$ cat config.mk
export PLATFORM = sky130hd
export DESIGN_NAME = sbus_frame_decoder_top
export DESIGN_NICKNAME = d
export VERILOG_FILES = /design/src/sfd_pkg.sv /design/src/sbus_frame_decoder_top.sv /design/src/sfd_controller.sv /design/src/sfd_datapath.sv
export VERILOG_INCLUDE_DIRS = /design/src /design/src/src
export SDC_FILE = /design/constraint.sdc
export NUM_CORES = 1
export LEC_CHECK = 0
export BUFFER_PORTS_ARGS = -buffer_cell sky130_fd_sc_hd__buf_2
export CORE_UTILIZATION = 66
export CTS_CLUSTER_DIAMETER = 50
export CTS_CLUSTER_SIZE = 14
export DETAILED_ROUTE_END_ITERATION = 8
export GPL_ROUTABILITY_DRIVEN = 0
export GPL_TIMING_DRIVEN = 0
export PLACE_DENSITY = 0.95
export SYNTH_ARGS = -nofsm -noshare
export SYNTH_HDL_FRONTEND = slang
export SYNTH_SLANG_ARGS = --single-unit
$ cat constraint.sdc
create_clock -name clock -period 22.5 [get_ports clock]
set_clock_uncertainty 0.15 [all_clocks]
set_input_delay 6.75 -clock clock [delete_from_list [all_inputs] [get_ports clock]]
set_output_delay 6.75 -clock clock [all_outputs]
set_load 0.02 [all_outputs]
$ cat src/sbus_frame_decoder_top_assert.svh
// Assertion macros for the S.Bus frame decoder.
`ifndef SBUS_FRAME_DECODER_TOP_ASSERT_SVH
`define SBUS_FRAME_DECODER_TOP_ASSERT_SVH

`ifndef SYNTHESIS

`define SFD_ASSERT_SAME(lbl, ante, cons, msg) \
   lbl: assert property (@(posedge clock) disable iff (reset) (ante) |-> (cons)) \
      else $error(msg);

`define SFD_ASSERT_NEXT(lbl, ante, cons, msg) \
   lbl: assert property (@(posedge clock) disable iff (reset) (ante) |=> (cons)) \
      else $error(msg);

`else

`define SFD_ASSERT_SAME(lbl, ante, cons, msg)

`define SFD_ASSERT_NEXT(lbl, ante, cons, msg)

`endif

`endif

$ cat src/sfd_pkg.sv
// Shared constants and types of the S.Bus frame decoder.
package sfd_pkg;

   localparam int FRAME_BYTES    = 25;
   localparam int CHANNEL_COUNT  = 16;
   localparam int CHAN_IDX_W     = 4;
   localparam int POS_W          = 5;
   localparam int RAW_W          = 11;
   localparam int NORM_W         = 16;
   localparam int COUNT_W        = 32;

   localparam logic [7:0] START_BYTE   = 8'h0F;
   localparam logic [7:0] ZERO_BYTE    = 8'h00;
   localparam int         FLAG_INDEX   = 23;
   localparam int         FAILSAFE_POS = 3;
   localparam int         LOST_POS     = 2;

   // normalize: floor((raw-172)*32768/1639) - 16384
   //   = 20*m + floor((-12*m + 14*1639) / 1639) - 14 - 16384, m = raw - 172
   localparam int RAW_MIN      = 172;
   localparam int SPAN_BIAS    = 22946;  // 14 * 1639
   localparam int BIAS_STEPS   = 14;
   localparam int NORM_OFFSET  = 16384;
   localparam int RECIP        = 20473;  // ceil(2^25 / 1639)
   localparam int RECIP_SHIFT  = 25;

   typedef struct packed {
      logic                  accept;
      logic                  load_out;
      logic [CHAN_IDX_W-1:0] ch_idx;
   } sfd_cmd_type;

   typedef struct packed {
      logic frame_done;
   } sfd_status_type;

endpackage

$ cat src/sbus_frame_decoder_top.sv
// Top level of the S.Bus frame decoder.
//
//   channel   direction  handshake            payload
//   req_      in         req_valid/req_stall  rx_byte (one serial byte per word)
//   rsp_      out        rsp_valid/rsp_stall  channel_index .. last (16 words per frame)
//
// A byte that does not complete a frame is taken without a stall, back to back.
// The byte that completes a frame starts 16 result words, one per cycle unless
// rsp_stall holds them, from the channel table through the normalizer into the
// output register; req_stall stays high until the sixteenth word is loaded.
// rsp_stall holds the output register and pauses the channel sequencer.
// Synchronous reset clears position, counters and channel table; no clearing pass.
module sbus_frame_decoder_top (
   input  logic                                 clock,
   input  logic                                 reset,
   input  logic                                 req_valid,
   output logic                                 req_stall,
   input  logic [7:0]                           req_rx_byte,
   output logic                                 rsp_valid,
   input  logic                                 rsp_stall,
   output logic [sfd_pkg::CHAN_IDX_W-1:0]       rsp_channel_index,
   output logic [sfd_pkg::RAW_W-1:0]            rsp_raw_value,
   output logic signed [sfd_pkg::NORM_W-1:0]    rsp_normalized,
   output logic                                 rsp_failsafe,
   output logic                                 rsp_frame_lost,
   output logic [sfd_pkg::COUNT_W-1:0]          rsp_good_frames,
   output logic [sfd_pkg::COUNT_W-1:0]          rsp_bad_frames,
   output logic                                 rsp_last
);

   `include "sbus_frame_decoder_top_assert.svh"

   sfd_pkg::sfd_cmd_type    cmd;
   sfd_pkg::sfd_status_type status;

   sfd_controller u_controller (
      .clock     (clock),
      .reset     (reset),
      .req_valid (req_valid),
      .req_stall (req_stall),
      .rsp_valid (rsp_valid),
      .rsp_stall (rsp_stall),
      .status    (status),
      .cmd       (cmd)
   );

   sfd_datapath u_datapath (
      .clock             (clock),
      .reset             (reset),
      .cmd               (cmd),
      .status            (status),
      .req_rx_byte       (req_rx_byte),
      .rsp_channel_index (rsp_channel_index),
      .rsp_raw_value     (rsp_raw_value),
      .rsp_normalized    (rsp_normalized),
      .rsp_failsafe      (rsp_failsafe),
      .rsp_frame_lost    (rsp_frame_lost),
      .rsp_good_frames   (rsp_good_frames),
      .rsp_bad_frames    (rsp_bad_frames),
      .rsp_last          (rsp_last)
   );

   // no byte may enter while result words are being loaded
   `SFD_ASSERT_SAME(a_no_accept_during_emit, cmd.load_out, req_stall, "byte taken during emit")

   `SFD_ASSERT_NEXT(a_done_starts_emit, status.frame_done, req_stall, "frame done without emit")

   // words of one frame follow without gaps when the sink keeps up
   `SFD_ASSERT_NEXT(a_emit_continues, rsp_valid && !rsp_stall && !rsp_last, rsp_valid,
                    "gap inside a frame's result words")

endmodule

$ cat src/sfd_controller.sv
// Sequencer: takes bytes, then steps through the sixteen channel results.
module sfd_controller (
   input  logic                    clock,
   input  logic                    reset,
   input  logic                    req_valid,
   output logic                    req_stall,
   output logic                    rsp_valid,
   input  logic                    rsp_stall,
   input  sfd_pkg::sfd_status_type status,
   output sfd_pkg::sfd_cmd_type    cmd
);

   typedef enum logic {
      ST_RECEIVE,
      ST_EMIT
   } state_type;

   state_type                       state_ff, state_in;
   logic [sfd_pkg::CHAN_IDX_W-1:0]  ch_ff, ch_in;
   logic                            rsp_valid_ff, rsp_valid_in;
   logic                            load;

   assign req_stall = (state_ff == ST_EMIT);
   assign rsp_valid = rsp_valid_ff;
   assign load      = (state_ff == ST_EMIT) && (!rsp_valid_ff || !rsp_stall);

   always_comb begin
      cmd.accept   = req_valid && !req_stall;
      cmd.load_out = load;
      cmd.ch_idx   = ch_ff;
   end

   always_comb begin
      state_in     = state_ff;
      ch_in        = ch_ff;
      rsp_valid_in = rsp_valid_ff && rsp_stall;
      case (state_ff)
         ST_RECEIVE: begin
            if (status.frame_done) begin
               state_in = ST_EMIT;
               ch_in    = '0;
            end
         end
         ST_EMIT: begin
            if (load) begin
               rsp_valid_in = 1'b1;
               ch_in        = ch_ff + 1'b1;
               if (ch_ff == sfd_pkg::CHAN_IDX_W'(sfd_pkg::CHANNEL_COUNT - 1)) begin
                  state_in = ST_RECEIVE;
               end
            end
         end
         default: begin
            state_in = ST_RECEIVE;
         end
      endcase
   end

   always_ff @(posedge clock) begin
      if (reset) begin
         state_ff     <= ST_RECEIVE;
         ch_ff        <= '0;
         rsp_valid_ff <= 1'b0;
      end else begin
         state_ff     <= state_in;
         ch_ff        <= ch_in;
         rsp_valid_ff <= rsp_valid_in;
      end
   end

endmodule

$ cat src/sfd_datapath.sv
// Frame store, channel table, counters, normalizer and result register.
module sfd_datapath (
   input  logic                                 clock,
   input  logic                                 reset,
   input  sfd_pkg::sfd_cmd_type                 cmd,
   output sfd_pkg::sfd_status_type              status,
   input  logic [7:0]                           req_rx_byte,
   output logic [sfd_pkg::CHAN_IDX_W-1:0]       rsp_channel_index,
   output logic [sfd_pkg::RAW_W-1:0]            rsp_raw_value,
   output logic signed [sfd_pkg::NORM_W-1:0]    rsp_normalized,
   output logic                                 rsp_failsafe,
   output logic                                 rsp_frame_lost,
   output logic [sfd_pkg::COUNT_W-1:0]          rsp_good_frames,
   output logic [sfd_pkg::COUNT_W-1:0]          rsp_bad_frames,
   output logic                                 rsp_last
);

   logic [7:0]                      store_ff [sfd_pkg::FRAME_BYTES];
   logic [sfd_pkg::POS_W-1:0]       pos_ff, pos_in, pos_eff;
   logic                            prev_zero_ff;
   logic [sfd_pkg::RAW_W-1:0]       chan_ff [sfd_pkg::CHANNEL_COUNT];
   logic [sfd_pkg::RAW_W-1:0]       unpacked [sfd_pkg::CHANNEL_COUNT];
   logic [sfd_pkg::COUNT_W-1:0]     good_ff, bad_ff;
   logic                            fs_ff, lost_ff;
   logic                            restart, in_frame, done, fs, lost;
   logic [7:0]                      flags;
   logic [23:0]                     window;

   // normalizer
   logic [sfd_pkg::RAW_W-1:0]       raw;
   logic signed [12:0]              m;
   logic signed [17:0]              m20;
   logic signed [17:0]              t_biased;
   logic [14:0]                     u;
   logic [29:0]                     prod;
   logic [4:0]                      q;
   logic signed [17:0]              norm_wide;

   logic [sfd_pkg::CHAN_IDX_W-1:0]  out_idx_ff;
   logic [sfd_pkg::RAW_W-1:0]       out_raw_ff;
   logic signed [sfd_pkg::NORM_W-1:0] out_norm_ff;
   logic                            out_fs_ff, out_lost_ff, out_last_ff;
   logic [sfd_pkg::COUNT_W-1:0]     out_good_ff, out_bad_ff;

   always_comb begin
      restart  = (req_rx_byte == sfd_pkg::START_BYTE) && prev_zero_ff;
      pos_eff  = restart ? '0 : pos_ff;
      in_frame = pos_eff < sfd_pkg::POS_W'(sfd_pkg::FRAME_BYTES);
      done     = cmd.accept && (pos_eff == sfd_pkg::POS_W'(sfd_pkg::FRAME_BYTES - 1));
      pos_in   = in_frame ? pos_eff + 1'b1 : pos_eff;
      flags    = store_ff[sfd_pkg::FLAG_INDEX];
      fs       = flags[sfd_pkg::FAILSAFE_POS];
      lost     = !fs && flags[sfd_pkg::LOST_POS];
      status.frame_done = done;
   end

   // channels are packed LSB first from byte 1 on, 11 bits each
   always_comb begin
      window = '0;
      for (int ch = 0; ch < sfd_pkg::CHANNEL_COUNT; ch++) begin
         window = {store_ff[1 + (ch * 11) / 8 + 2],
                   store_ff[1 + (ch * 11) / 8 + 1],
                   store_ff[1 + (ch * 11) / 8]};
         unpacked[ch] = sfd_pkg::RAW_W'(window >> ((ch * 11) % 8));
      end
   end

   always_comb begin
      raw       = chan_ff[cmd.ch_idx];
      m         = $signed({2'b00, raw}) - 13'(sfd_pkg::RAW_MIN);
      m20       = (18'(m) <<< 4) + (18'(m) <<< 2);
      t_biased  = 18'(sfd_pkg::SPAN_BIAS) - ((18'(m) <<< 3) + (18'(m) <<< 2));
      u         = t_biased[14:0];
      prod      = 30'(u) * 30'(sfd_pkg::RECIP);
      q         = prod[29:sfd_pkg::RECIP_SHIFT];
      norm_wide = m20 + $signed({13'b0, q})
                  - 18'(sfd_pkg::BIAS_STEPS) - 18'(sfd_pkg::NORM_OFFSET);
   end

   always_ff @(posedge clock) begin
      if (cmd.accept && in_frame) begin
         store_ff[pos_eff] <= req_rx_byte;
      end
   end

   always_ff @(posedge clock) begin
      if (reset) begin
         pos_ff       <= '0;
         prev_zero_ff <= 1'b0;
         good_ff      <= '0;
         bad_ff       <= '0;
         for (int ch = 0; ch < sfd_pkg::CHANNEL_COUNT; ch++) begin
            chan_ff[ch] <= '0;
         end
      end else begin
         if (cmd.accept) begin
            pos_ff       <= pos_in;
            prev_zero_ff <= (req_rx_byte == sfd_pkg::ZERO_BYTE);
         end
         if (done) begin
            if (lost) begin
               bad_ff <= bad_ff + 1'b1;
            end else begin
               good_ff <= good_ff + 1'b1;
               for (int ch = 0; ch < sfd_pkg::CHANNEL_COUNT; ch++) begin
                  chan_ff[ch] <= unpacked[ch];
               end
            end
         end
      end
   end

   always_ff @(posedge clock) begin
      if (done) begin
         fs_ff   <= fs;
         lost_ff <= lost;
      end
      if (cmd.load_out) begin
         out_idx_ff  <= cmd.ch_idx;
         out_raw_ff  <= raw;
         out_norm_ff <= norm_wide[sfd_pkg::NORM_W-1:0];
         out_fs_ff   <= fs_ff;
         out_lost_ff <= lost_ff;
         out_good_ff <= good_ff;
         out_bad_ff  <= bad_ff;
         out_last_ff <= (cmd.ch_idx ==
                         sfd_pkg::CHAN_IDX_W'(sfd_pkg::CHANNEL_COUNT - 1));
      end
   end

   assign rsp_channel_index = out_idx_ff;
   assign rsp_raw_value     = out_raw_ff;
   assign rsp_normalized    = out_norm_ff;
   assign rsp_failsafe      = out_fs_ff;
   assign rsp_frame_lost    = out_lost_ff;
   assign rsp_good_frames   = out_good_ff;
   assign rsp_bad_frames    = out_bad_ff;
   assign rsp_last          = out_last_ff;

endmodule

---- Yosys cells after proc, flatten, opt, wreduce, memory -nomap -nowiden ----
Memory sizes are Yosys's and may differ from the RTL's. A register that Yosys moved wholly into a read port is not among the register bits.
Index checks and enable logic that the tools add are counted.
operators by class
  reduce and logical (&&, ||, !) cells .... 16
  muxes and demuxes ....................... 37
  eq/ne operators ......................... 5
  bitwise operators ....................... 18
  multiply operators ...................... 1
  $add $sub $neg .......................... 11
  magnitude comparators ................... 1
operator list
  operator                  count
  $mux W11                  16
  $add A32 B1 Y32 const B   2
  $mul A15 B15 Y30 const B  1
  $add A16 B14 Y16          1
  $add A16 B6 Y16           1
  $mux W4                   4
  $or A1 B1 Y1              16
  $sub A16 B16 Y16 const B  1
  $sub A16 B5 Y16 const B   1
  $add A15 B14 Y15          1
  $sub A15 B15 Y15 const A  1
  $mux W1                   13
  $sub A11 B8 Y12 const B   1
  $mux W5                   2
  $eq A8 B4 Y1 const B      1
  $logic_not A8 Y1          1
  $pmux W4 S2               1
  $logic_and A1 B1 Y1       7
  $reduce_and A2 Y1         3
  $add A5 B1 Y5 const B     1
  $eq A5 B5 Y1 const B      1
  $lt A5 B5 Y1 const B      1
  $add A4 B1 Y4 const B     1
  $eq A4 B4 Y1 const B      1
  other kinds (5)           10
word-level totals
  RAM bits ................................ 376
  memories ................................ 2
  logic and storage cells ................. 108
  output and inout port bits .............. 100
  bits in registers ....................... 176
memories
  memory               depth  bits a word  rd ports  clocked after Yosys merged registers in  wr ports  line                text
  u_datapath.store_ff  25     8            23        0                                        1         sfd_datapath.sv:18  logic [7:0] store_ff [sfd_pkg::FRAME_BYTES];
  u_datapath.chan_ff   16     11           1         1                                        16        sfd_datapath.sv:21  logic [sfd_pkg::RAW_W-1:0] chan_ff [sfd_pkg::CHANNEL_COUNT];

---- Logic depth before layout (Yosys ltp) ----
  depth in word-level cells ............... 9
  gate-level depth with buffers ........... 53
  gate-level depth less buffers ........... 50

---- Hierarchy ----
A second synthesis with hierarchy kept.
second synthesis, totals
  cell total of the unflattened synthesis .. 1732
  area total of the unflattened synthesis .. 24975.2 µm²
by module, submodules not included
  module          area an instance (µm²)  times used  cells an instance
  sfd_datapath    24677.4                 1           1701
  sfd_controller  297.8                   1           31

---- Worst setup path before layout ----
OpenSTA, ideal clock, no wires.
  kind .................................... flip-flop to flip-flop
  from .................................... register (tool-made name)
  to ...................................... register u_datapath.out_norm_ff (netlist bit u_datapath.rsp_normalized[15]) (data pin)
  slack ................................... 11176 ps
  library setup time ...................... 257 ps
  clock period less this slack ............ 11324 ps
  stages on the path, launching flop included .. 47
  buffers on the path ..................... 2
  arrival time ............................ 10917 ps
  path through ............................ dfxtp_1 -> buf_6 -> buf_6 -> mux4_2 -> mux4_2 -> ha_1 -> xnor2_1 -> inv_1 -> ha_1 -> ha_1 -> a21o_1 -> a21o_1 -> a21oi_1 -> a21boi_1 -> o21ai_1 -> xnor2_2 -> inv_2 -> fa_1 -> [... 11 more ...] -> nand2_1 -> o21ai_0 -> a21oi_1 -> o21bai_1 -> xor2_1 -> ha_1 -> ha_1 -> ha_1 -> inv_1 -> fa_1 -> nor2b_1 -> o21ai_0 -> a21boi_0 -> o21ai_0 -> a21oi_1 -> a41o_1 -> o41a_1 -> xor2_1
RTL lines
  item                  line                 text
  to (signal assigned)  sfd_datapath.sv:121  out_norm_ff <= norm_wide[sfd_pkg::NORM_W-1:0];
  to (decl)             sfd_datapath.sv:41   logic signed [sfd_pkg::NORM_W-1:0] out_norm_ff;

==> impl_metrics.ini <==
[critical_path]
path_class = reg2reg
crit_top_cell = ha_1
endpoint_kind = register
ff2ff_setup_slack_ps = 8080
slowest_stage = clkbuf_1
slowest_delay_ps = 860
start_kind = register
cp_max_fo = 10
r2r_end = u_datapath.rsp_normalized[15]
worstPathArrival_ps = 14580
ff2ff_path_depth = 45
cp.required_ps = 22660

[finish]
final_common_cell = edfxtp_1
design_area_sq_um = 27860
fillers = 1971
mostFrequentLayoutCells = 454 x edfxtp_1, 165 x inv_1, 141 x ha_1
antennaDiodeCount = 0
syn2layout_area_growth_pct = 10.70
drive_above_1_share_pct = 13.04
num-nets-final = 2144

[clock_tree]
cts_resized = 0
postCtsSetupBuffers = 0
cts_hold_buffers = 0
cts_buffers = 47
path_clk_slew_ps = 70
cts_tree = built
cts_root_buf = clkbuf_16
cts.sinks = 534
cts_max_path_buffers = 3
worstSkewPairLatency_ps = 590
htree_num_levels = 2

[synthesis]
synth_flop_cell = edfxtp_1
ys_async_sr_fraction_pct = 0
ys_types = 76
synthesis.nets = 1982
syn-instance-count = 1751
synth-seq-area-share_pct = 60.52
synth_edf_count = 454
synth.cell_area_sq_um = 25170
yosys_warnings = 0
synth-seq-cells = 534
syn_avg_cell_area_sq_um = 14.38

[drt]
detail-route-antenna-nets = 0
drt_drc_violations_left = 0
firstDrtPassIters = 7
vias_per_cell = 6.322
drt-total-wl_microns = 61640
routedWlPerCell_microns = 25.15
drt_iter0_drc = 1828
route.vias.total = 15490

[timing]
setup_violations = 0
period_minus_slack_ps = 14420
maxSlewViolCount = 0
rsz0062_at_grt = false
period_share_pct = 64.09
hold_viol = 0
worst_pin_slew_ps = 1062
max_freq_mhz = 69.34
fin_tns_setup_ps = 0
slew_headroom_pct = 29.17

[placed_design]
postPlaceCellArea_sq_um = 26450
portBuffers = 110
place.detailed.hpwl_microns = 38390

[min_path]
hp-start = u_datapath.lost_ff
hold_path_depth = 0
hold_class = reg2reg
min_to = u_datapath.rsp_frame_lost

[grt]
grt_pass1_wl_microns = 92270
globalRouteTotalUtil_pct = 32.16
grt.overflow.total = 0
grt_pass1_vias = 16090
antenna_found_initial = 3
grt_max_degree = 68

[floorplan]
rows = 71
initial_core_util_pct = 66.99
die_h_microns = 197.3
ios = 112
core-area_sq_um = 37580
dieArea_sq_um = 38920
fp.dieW_microns = 197.3

[job]
cap_violations = 0

[outcome]
status = finished clean
## worst max-delay path, delay by kind of cell (launching register included)
| family | cells | cell delay, ps |
|---|---|---|
| multiplexers | 2 | 1060 |
| AND/OR/NAND/NOR | 5 | 650 |
| buffers and inverters | 7 | 2220 |
| flip-flops | 1 | 320 |
| AO/OA/AOI/OAI | 13 | 3080 |
| adder cells (fa/ha/maj) | 12 | 4360 |
| XOR/XNOR | 6 | 2280 |
## synthesized netlist by cell type (6+ instances only)
cell type  number  area share, %
mux2i_1         6           0.24
nor2b_1        78            1.9
a21oi_1        36           0.72
nand4_1        18           0.45
or3_1          16           0.40
dfxtp_1        80            6.4
nor3_1          9           0.18
fa_1           78            6.2
xor2_1         48            1.7
nor2_1        112            1.7
a21o_1          8           0.24
nand2_1        51           0.76
mux4_1          6           0.63
clkbuf_1       39           0.58
edfxtp_1      454             54
xnor2_1        55            1.9
ha_1          141            7.0
nand2b_1       12           0.30
and4_1          7           0.24
mux4_2         46            4.1
o21ai_0        25           0.50
inv_1         165            2.5
nand3_1        28           0.56
and2_1        124            3.1
and3_1         15           0.37
## flip-flops by register name (all words and copies together) (netlist names), named ones only
| register | cells |
|---|---|
| u_datapath.rsp_frame_lost | 1 |
| u_controller.ch_ff | 4 |
| u_datapath.rsp_failsafe | 1 |
| u_controller.req_stall | 1 |
| u_datapath.prev_zero_ff | 1 |
| u_datapath.store_ff | 178 |
| u_datapath.rsp_channel_index | 4 |
| u_datapath.chan_ff | 176 |
| u_datapath.lost_ff | 1 |
| u_datapath.rsp_last | 1 |
| u_datapath.pos_ff | 5 |
| u_datapath.rsp_bad_frames | 32 |
| u_datapath.fs_ff | 1 |
| u_datapath.rsp_good_frames | 32 |
| u_datapath.rsp_raw_value | 11 |
| u_datapath.bad_ff | 32 |
| u_datapath.good_ff | 32 |
| u_controller.rsp_valid | 1 |
| u_datapath.rsp_normalized | 16 |
## layout make-up
cell class / count / area, sq um / area share (%)
plain buffers: 52 / 251.5 / 0.9026
flip-flops and latches: 534 / 15230 / 54.67
clock buffers: 66 / 1269 / 4.553
well taps: 511 / 639.4 / 2.295
repair buffers: 113 / 633.1 / 2.272
clock inverters: 10 / 146.4 / 0.5254
inverters: 169 / 641.9 / 2.304
multi-input cells: 996 / 9049 / 32.47
## metrics by stage
stage	instances	setup slack (ps)	utilization, %	hold slack (ps)
final	2451	8079	74.15	294.0
after global routing	2451	7576	74.15	287.9
after CTS	2451	8302	74.15	281.7
after detailed placement	2375	8683	70.39	264.6
after global placement	2372	9237	70.15	255.3
after floorplan	1751	11180	-	250.3
## cell families after synthesis
kind of cell    Yosys count  share of synthesized area (%)
flops                   534                          60.52
simple gates            496                          10.83
fa+ha+maj               224                          13.41
buf+inv                 221                          3.549
compound gates          111                          2.863
xor+xnor                105                          3.713
mux                      60                          5.115
## worst max path at each step
stage              from                            end  slack (ps)  depth (start not counted)
3_3_place_gp   register  u_datapath.rsp_normalized[15]        9240                         45
4_1_cts        register  u_datapath.rsp_normalized[15]        8300                         45
2_1_floorplan  register  u_datapath.rsp_normalized[15]       11180                         46
5_1_grt        register  u_datapath.rsp_normalized[15]        7580                         45
6_report       register  u_datapath.rsp_normalized[15]        8080                         45
3_5_place_dp   register  u_datapath.rsp_normalized[15]        8680                         45
## routing by layer
layer | vias up | part of all wire, % | global-route usage, %
li1 | 6506 | - | -
met1 | 7586 | 34 | 37.66
met2 | 1109 | 51 | 56.05
met3 | 291 | 9.9 | 6.915
met4 | 2 | 5.6 | 16.28
met5 | - | 0.021 | 0
Power is left out: the tool's default activity adds up to more than one toggle a clock period on the data nets, which glitch-free logic cannot reach.
